<file path="src/sv/gcrstc_pkg.sv">
package gcrstc_pkg;

  // Sector geometry
  localparam int SECTOR_BYTES = 524;
  localparam int POS_W        = $clog2(SECTOR_BYTES + 1);

  // Field widths
  localparam int NIBBLE_W = 8;
  localparam int BYTE_W   = 8;
  localparam int SUM_W    = 9;
  localparam int HIGH_W   = 6;

  // Position inside a group of four values
  localparam logic [1:0] SLOT_HIGH  = 2'd0;
  localparam logic [1:0] SLOT_BYTE1 = 2'd1;
  localparam logic [1:0] SLOT_BYTE2 = 2'd2;
  localparam logic [1:0] SLOT_BYTE3 = 2'd3;

  // Trailing checksum values, in arrival order
  localparam logic [2:0] CHK_FOLDED = 3'd0;
  localparam logic [2:0] CHK_SUM3   = 3'd1;
  localparam logic [2:0] CHK_SUM2   = 3'd2;
  localparam logic [2:0] CHK_SUM1   = 3'd3;
  localparam logic [2:0] CHK_DONE   = 3'd4;

  typedef struct packed {
    logic [NIBBLE_W-1:0] nibble;
    logic                first;
  } item_t;

  typedef struct packed {
    logic              valid;
    logic [BYTE_W-1:0] data_byte;
    logic              is_check;
    logic              check_ok;
  } result_t;

endpackage

</file>
<file path="src/sv/gcrstc_ifs.sv">
// Input channel: one decoded disk value per item
interface gcrstc_in_if import gcrstc_pkg::*; ();
  logic                valid;
  logic                ready;
  logic [NIBBLE_W-1:0] nibble;
  logic                first;

  modport source (output valid, output nibble, output first, input ready);
  modport sink   (input valid, input nibble, input first, output ready);
endinterface

// Result channel: recovered byte or checksum verdict
interface gcrstc_out_if import gcrstc_pkg::*; ();
  logic              valid;
  logic              ready;
  logic [BYTE_W-1:0] data_byte;
  logic              is_check;
  logic              check_ok;

  modport source (output valid, output data_byte, output is_check, output check_ok,
                  input ready);
  modport sink   (input valid, input data_byte, input is_check, input check_ok,
                  output ready);
endinterface

</file>
<file path="src/sv/gcr_sector_triple_checksum_decoder.sv">
// Channel | Dir | Payload                          | Handshake
// in_ch   | in  | nibble[7:0], first               | valid/ready
// out_ch  | out | data_byte[7:0], is_check, check_ok | valid/ready
//
// One item per cycle sustained while the output is not stalled.
// The input register feeds the decode step, whose result lands in the output register.
// An item that gives no result (high-bits value, early checksum values) still moves on.
// Reset (rst_n low, synchronous) empties both registers and clears the sector state.
// A stalled output holds the pipeline; the input register still fills behind it.
module gcr_sector_triple_checksum_decoder import gcrstc_pkg::*; (
  input logic          clk,
  input logic          rst_n,
  gcrstc_in_if.sink    in_ch,
  gcrstc_out_if.source out_ch
);

  logic              in_valid_r;
  item_t             in_item_r;
  logic              out_valid_r;
  logic [BYTE_W-1:0] data_byte_r;
  logic              is_check_r;
  logic              check_ok_r;
  logic              advance;
  logic              step;
  result_t           res;

  // Pipeline control
  assign advance     = !out_valid_r || out_ch.ready;
  assign step        = in_valid_r && advance;
  assign in_ch.ready = !in_valid_r || advance;

  gcrstc_core u_core (
    .clk   (clk),
    .rst_n (rst_n),
    .step  (step),
    .item  (in_item_r),
    .res   (res)
  );

  // Input register
  always_ff @(posedge clk) begin
    if (!rst_n) begin
      in_valid_r <= 1'b0;
    end else if (in_ch.ready) begin
      in_valid_r <= in_ch.valid;
    end
  end

  always_ff @(posedge clk) begin
    if (in_ch.valid && in_ch.ready) begin
      in_item_r.nibble <= in_ch.nibble;
      in_item_r.first  <= in_ch.first;
    end
  end

  // Output register
  always_ff @(posedge clk) begin
    if (!rst_n) begin
      out_valid_r <= 1'b0;
    end else if (advance) begin
      out_valid_r <= step && res.valid;
    end
  end

  always_ff @(posedge clk) begin
    if (step && res.valid) begin
      data_byte_r <= res.data_byte;
      is_check_r  <= res.is_check;
      check_ok_r  <= res.check_ok;
    end
  end

  assign out_ch.valid     = out_valid_r;
  assign out_ch.data_byte = data_byte_r;
  assign out_ch.is_check  = is_check_r;
  assign out_ch.check_ok  = check_ok_r;

endmodule

</file>
<file path="src/sv/gcrstc_core.sv">
// Sector decode state and the per-value byte/checksum step.
module gcrstc_core import gcrstc_pkg::*; (
  input  logic    clk,
  input  logic    rst_n,
  input  logic    step,
  input  item_t   item,
  output result_t res
);

  logic [POS_W-1:0]  position_r,  position_nxt,  position_cur;
  logic [HIGH_W-1:0] high_bits_r, high_bits_nxt, high_bits_cur;
  logic [SUM_W-1:0]  sum_one_r,   sum_one_nxt,   sum_one_cur;
  logic [SUM_W-1:0]  sum_two_r,   sum_two_nxt,   sum_two_cur;
  logic [SUM_W-1:0]  sum_three_r, sum_three_nxt, sum_three_cur;
  logic              all_match_r, all_match_nxt, all_match_cur;
  logic [1:0]        slot_r,      slot_nxt,      slot_cur;
  logic [2:0]        chk_cnt_r,   chk_cnt_nxt,   chk_cnt_cur;

  logic [BYTE_W-1:0] rebuilt;
  logic [BYTE_W-1:0] rot_one;
  logic [BYTE_W-1:0] val;
  logic [BYTE_W-1:0] expect_val;

  // A first flag starts from cleared state
  always_comb begin
    if (item.first) begin
      position_cur  = '0;
      high_bits_cur = '0;
      sum_one_cur   = '0;
      sum_two_cur   = '0;
      sum_three_cur = '0;
      all_match_cur = 1'b1;
      slot_cur      = SLOT_HIGH;
      chk_cnt_cur   = CHK_FOLDED;
    end else begin
      position_cur  = position_r;
      high_bits_cur = high_bits_r;
      sum_one_cur   = sum_one_r;
      sum_two_cur   = sum_two_r;
      sum_three_cur = sum_three_r;
      all_match_cur = all_match_r;
      slot_cur      = slot_r;
      chk_cnt_cur   = chk_cnt_r;
    end
  end

  // Byte rebuild: two high bits from the group's high-bits value
  always_comb begin
    case (slot_cur)
      SLOT_BYTE1: rebuilt = {high_bits_cur[5:4], item.nibble[5:0]};
      SLOT_BYTE2: rebuilt = {high_bits_cur[3:2], item.nibble[5:0]};
      SLOT_BYTE3: rebuilt = {high_bits_cur[1:0], item.nibble[5:0]};
      default:    rebuilt = {2'b00, item.nibble[5:0]};
    endcase
  end

  assign rot_one = {sum_one_cur[6:0], sum_one_cur[7]};

  // Checksum value expected for each trailing item (folded top bits first)
  always_comb begin
    case (chk_cnt_cur)
      CHK_FOLDED: expect_val = {2'b00, sum_three_cur[7:6], sum_two_cur[7:6],
                                sum_one_cur[7:6]};
      CHK_SUM3:   expect_val = {2'b00, sum_three_cur[5:0]};
      CHK_SUM2:   expect_val = {2'b00, sum_two_cur[5:0]};
      default:    expect_val = {2'b00, sum_one_cur[5:0]};
    endcase
  end

  // Step: data phase, then checksum phase, then idle until next sector
  always_comb begin
    position_nxt  = position_cur;
    high_bits_nxt = high_bits_cur;
    sum_one_nxt   = sum_one_cur;
    sum_two_nxt   = sum_two_cur;
    sum_three_nxt = sum_three_cur;
    all_match_nxt = all_match_cur;
    slot_nxt      = slot_cur;
    chk_cnt_nxt   = chk_cnt_cur;
    val           = '0;
    res           = '0;
    if (position_cur < POS_W'(SECTOR_BYTES)) begin
      if (slot_cur == SLOT_HIGH) begin
        high_bits_nxt = item.nibble[HIGH_W-1:0];
        slot_nxt      = SLOT_BYTE1;
      end else begin
        case (slot_cur)
          SLOT_BYTE1: begin
            val           = rebuilt ^ rot_one;
            sum_three_nxt = sum_three_cur + {1'b0, val} + {8'b0, sum_one_cur[7]};
            sum_one_nxt   = {1'b0, rot_one};
          end
          SLOT_BYTE2: begin
            val           = rebuilt ^ sum_three_cur[7:0];
            sum_two_nxt   = sum_two_cur + {1'b0, val} + {8'b0, sum_three_cur[8]};
            sum_three_nxt = {1'b0, sum_three_cur[7:0]};
          end
          default: begin
            val         = rebuilt ^ sum_two_cur[7:0];
            sum_one_nxt = sum_one_cur + {1'b0, val} + {8'b0, sum_two_cur[8]};
            sum_two_nxt = {1'b0, sum_two_cur[7:0]};
          end
        endcase
        position_nxt  = position_cur + POS_W'(1);
        slot_nxt      = (slot_cur == SLOT_BYTE3) ? SLOT_HIGH : slot_cur + 2'd1;
        res.valid     = 1'b1;
        res.data_byte = val;
      end
    end else if (chk_cnt_cur != CHK_DONE) begin
      all_match_nxt = all_match_cur & (item.nibble == expect_val);
      chk_cnt_nxt   = chk_cnt_cur + 3'd1;
      if (chk_cnt_cur == CHK_SUM1) begin
        res.valid    = 1'b1;
        res.is_check = 1'b1;
        res.check_ok = all_match_nxt;
      end
    end
  end

  // State registers
  always_ff @(posedge clk) begin
    if (!rst_n) begin
      position_r  <= '0;
      high_bits_r <= '0;
      sum_one_r   <= '0;
      sum_two_r   <= '0;
      sum_three_r <= '0;
      all_match_r <= 1'b1;
      slot_r      <= SLOT_HIGH;
      chk_cnt_r   <= CHK_FOLDED;
    end else if (step) begin
      position_r  <= position_nxt;
      high_bits_r <= high_bits_nxt;
      sum_one_r   <= sum_one_nxt;
      sum_two_r   <= sum_two_nxt;
      sum_three_r <= sum_three_nxt;
      all_match_r <= all_match_nxt;
      slot_r      <= slot_nxt;
      chk_cnt_r   <= chk_cnt_nxt;
    end
  end

endmodule
</file>
<file path="src/flat_wrapper.sv">
// flat-port wrapper written by rule: the top's interface ports become plain ports
module gcr_sector_triple_checksum_decoder_flat import gcrstc_pkg::*;
  (clk, rst_n, in_ch_valid, in_ch_nibble, in_ch_first, in_ch_ready, out_ch_valid, out_ch_data_byte, out_ch_is_check, out_ch_check_ok, out_ch_ready);
  gcrstc_in_if in_ch_i ();
  gcrstc_out_if out_ch_i ();
  input logic clk;
  input logic rst_n;
  input wire logic [$bits(in_ch_i.valid)-1:0] in_ch_valid;
  input wire logic [$bits(in_ch_i.nibble)-1:0] in_ch_nibble;
  input wire logic [$bits(in_ch_i.first)-1:0] in_ch_first;
  output wire logic [$bits(in_ch_i.ready)-1:0] in_ch_ready;
  output wire logic [$bits(out_ch_i.valid)-1:0] out_ch_valid;
  output wire logic [$bits(out_ch_i.data_byte)-1:0] out_ch_data_byte;
  output wire logic [$bits(out_ch_i.is_check)-1:0] out_ch_is_check;
  output wire logic [$bits(out_ch_i.check_ok)-1:0] out_ch_check_ok;
  input wire logic [$bits(out_ch_i.ready)-1:0] out_ch_ready;
  assign in_ch_i.valid = in_ch_valid;
  assign in_ch_i.nibble = in_ch_nibble;
  assign in_ch_i.first = in_ch_first;
  assign in_ch_ready = in_ch_i.ready;
  assign out_ch_valid = out_ch_i.valid;
  assign out_ch_data_byte = out_ch_i.data_byte;
  assign out_ch_is_check = out_ch_i.is_check;
  assign out_ch_check_ok = out_ch_i.check_ok;
  assign out_ch_i.ready = out_ch_ready;
  gcr_sector_triple_checksum_decoder u_core (.clk(clk), .rst_n(rst_n), .in_ch(in_ch_i), .out_ch(out_ch_i));
endmodule
</file>
<file path="config.mk">
export PLATFORM = sky130hd
export DESIGN_NAME = gcr_sector_triple_checksum_decoder_flat
export DESIGN_NICKNAME = d
export VERILOG_FILES = /design/src/sv/gcrstc_pkg.sv /design/src/sv/gcrstc_ifs.sv /design/src/sv/gcr_sector_triple_checksum_decoder.sv /design/src/sv/gcrstc_core.sv /design/src/flat_wrapper.sv
export SDC_FILE = /design/constraint.sdc
export NUM_CORES = 1
export LEC_CHECK = 0
export BUFFER_PORTS_ARGS = -buffer_cell sky130_fd_sc_hd__buf_2
export CORE_UTILIZATION = 55
export DETAILED_ROUTE_END_ITERATION = 6
export PLACE_DENSITY = 0.71
export RECOVER_POWER = 25
export SLEW_MARGIN = 20
export SYNTH_ARGS = -nofsm -noshare
export SYNTH_HDL_FRONTEND = slang
export SYNTH_SLANG_ARGS = --single-unit
</file>
<file path="constraint.sdc">
create_clock -name clk -period 4.3 [get_ports clk]
set_input_delay 0.215 -clock clk [delete_from_list [all_inputs] [get_ports clk]]
set_output_delay 0.215 -clock clk [all_outputs]
set_load 0.02 [all_outputs]
</file>
==> flow_metrics.env <==
export IMPL_post_drt_wl_per_cell_um=20.7
export IMPL_routed_via_count=4788
export IMPL_die_w_um=97.4
export IMPL_layout_nets=649
export IMPL_grt_max_degree=63
export IMPL_tns_ns=0
export IMPL_synth_seq_cells=69
export IMPL_min_period_ns=3.49
export IMPL_vias_per_cell=6.71
export IMPL_hold_viol=0
export IMPL_drt_pass1_iter_count=7
export IMPL_drive_above_1_share_pct=8.42
export IMPL_core_area_mm2=0.00876
export IMPL_most_common_layout_cells="50 x dfxtp_1, 47 x nand2_1, 47 x nor2_1"
export IMPL_grt_usage_pct=31.6
export IMPL_numCtsBuffers=9
export IMPL_synth_avg_cell_area_um2=8.38
export IMPL_dieArea_mm2=0.00948
export IMPL_path_clk_slew_ns=0.09
export IMPL_grt_pass1_wl_um=23400
export IMPL_slew_viol_final=0
export IMPL_antenna_found_initial=0
export IMPL_fin_skew_ns=0.0146
export IMPL_dpl_cell_count=698
export IMPL_cts_root_buf="clkbuf_8"
export IMPL_ys_seq_area_share_pct=31.4
export IMPL_hold_worst_slack_ns=0.0236
export IMPL_powerDensity_mw_per_mm2=256
export IMPL_critPathKind="flip-flop to flip-flop"
export IMPL_finalCritPeriodShare_pct=81.1
export IMPL_post_route_util_pct=60.6
export IMPL_synth_fp_nets=645
export IMPL_rsz0062_at_grt="no"
export IMPL_die_y_um=97.4
export IMPL_ios=25
export IMPL_max_slew_margin_rel_pct=28.0
export IMPL_grt_pass1_vias=4385
export IMPL_num_rows=34
export IMPL_cap_violations=0
export IMPL_synth_cell_types=67
export IMPL_ant_nets=0
export IMPL_insertedDiodeCount=0
export IMPL_area_growth_pct=6.15
export IMPL_fill_cells=830
export IMPL_fin_ws_ns=0.812
export IMPL_synthFlopType="dfxtp_1"
export IMPL_cts_sinks=69
export IMPL_leakage_nw=2.02
export IMPL_start_util_pct=57.1
export IMPL_cts_tree="done"
export IMPL_cts_resized=0
export IMPL_synthCells=597
export IMPL_max_clock_freq_mhz=287
export IMPL_instances_no_fill=714
export IMPL_drtIter0Drc=513
export IMPL_async_flop_share_pct=0
export IMPL_final_common_cell="dfxtp_1"
export IMPL_pre_cts_slack_ns=0.944
export IMPL_setup_violations=0
export IMPL_critPathCaptureType="flip-flop"
export IMPL_status="completed"
export IMPL_min_path_type="input port to flip-flop"
export IMPL_gp_congestion=0.959
export IMPL_place_hpwl_um=10600
export IMPL_clk_latency_ns=0.36
export IMPL_synth_edf_count=19
export IMPL_cp_arrival_ns=3.74
export IMPL_path_max_fanout=11
export IMPL_grt_overflow_total=0
export IMPL_synth_warnings=0
export IMPL_max_vdd_ir_drop_mv=0.181
export IMPL_holdBufCountCts=0
export IMPL_synth_area_mm2=0.00500
export IMPL_cts_max_level=3
export IMPL_tightest_slew_ns=1.07
export IMPL_drt_total_wl_um=14800
export IMPL_drc_errors=0
export IMPL_post_cts_setup_buffers=0
export IMPL_clock_path_buffers=2
export IMPL_startpoint_type="flip-flop"
export IMPL_port_buffer_count=24
export IMPL_worstPathRequired_ns=4.55
==> area by class of cell <==
cell class / instances / area (um2) / share of cell area, %
Multi-Input combinational cell: 458 / 3150 / 59.2
Tap cell: 108 / 135 / 2.54
Clock inverter: 7 / 50.0 / 0.942
Clock buffer: 9 / 124 / 2.33
Timing Repair Buffer: 33 / 171 / 3.23
Inverter: 30 / 113 / 2.12
Sequential cell: 69 / 1570 / 29.6
==> kinds of logic after synthesis <==
kind of cell	synth area share, %
xor+xnor	7.35
flops	31.4
fa+ha+maj	9.50
buf+inv	5.70
simple gates	21.0
compound gates	23.8
mux	1.30
==> cell usage after synthesis (18+ instances only) <==
master / count / area share [%]
clkbuf_1: 23 / 1.7
ha_1: 30 / 7.5
xor2_1: 24 / 4.2
nand2_1: 47 / 3.5
inv_1: 30 / 2.3
dfxtp_1: 50 / 20
o21ai_0: 43 / 4.3
xnor2_1: 18 / 3.2
nor2_1: 47 / 3.5
a21oi_1: 33 / 3.3
edfxtp_1: 19 / 11
nor2b_1: 27 / 3.4
==> through the flow <==
step           cell area (um2)  power [W]
5_1_grt                   5310    0.00140
2_1_floorplan             5000   0.000818
4_1_cts                   5330    0.00136
3_5_place_dp              5150   0.000870
3_3_place_gp              5150   0.000868
6_report                  5310    0.00136
==> path summary, 6_finish.rpt <==
path,to,depth (start not counted),slack (ns),startpoint
worst min register to register,u_core.u_core.chk_cnt_r[0],1,0.48,u_core.u_core.chk_cnt_r[0]
worst max-delay path,u_core.u_core.sum_one_r[6],12,0.81,u_core.in_item_r[0]
worst min-delay path,u_core.in_item_r[2],1,0.02,in_ch_nibble[1]
worst max register to register,u_core.u_core.sum_one_r[6],12,0.81,u_core.in_item_r[0]
==> power breakdown <==
part           total (W)  internal, W  switching [W]
registers       0.000699     0.000680      0.0000189
clock network   0.000499     0.000211       0.000288
logic           0.000162    0.0000535       0.000109
total            0.00136     0.000944       0.000416
==> per-layer routing <==
| metal | global-route usage (%) | wire, um |
|---|---|---|
| met1 | 44.4 | 6310 |
| met2 | 48.3 | 6530 |
| met3 | 6.04 | 1570 |
| met4 | 11.5 | 399 |
| met5 | 0 | 0 |
==> critical path: stages (launching register included) <==
cell and delay, ns:
edfxtp_1 0.39, inv_1 0.30, nand2_1 0.17, inv_1 0.11, ha_1 0.41, a222oi_1 0.22
nor3_2 0.38, xor2_1 0.24, ha_1 0.33, nor4b_1 0.17, or3_1 0.32, o31ai_1 0.25
a21oi_1 0.10
==> sequential cells by signal (all words and copies together), names as in the netlist <==
signal and count:
u_core.u_core.position_r 10, u_core.in_item_r 9, u_core.u_core.sum_three_r 9, u_core.u_core.sum_two_r 9
u_core.out_ch.data_byte 8, u_core.u_core.sum_one_r 8, u_core.u_core.high_bits_r 6, u_core.u_core.chk_cnt_r 3
u_core.u_core.slot_r 2, u_core.in_valid_r 1, u_core.out_ch.check_ok 1, u_core.out_ch.is_check 1
u_core.out_ch.valid 1, u_core.u_core.all_match_r 1
(Power assumes the default switching activity.)
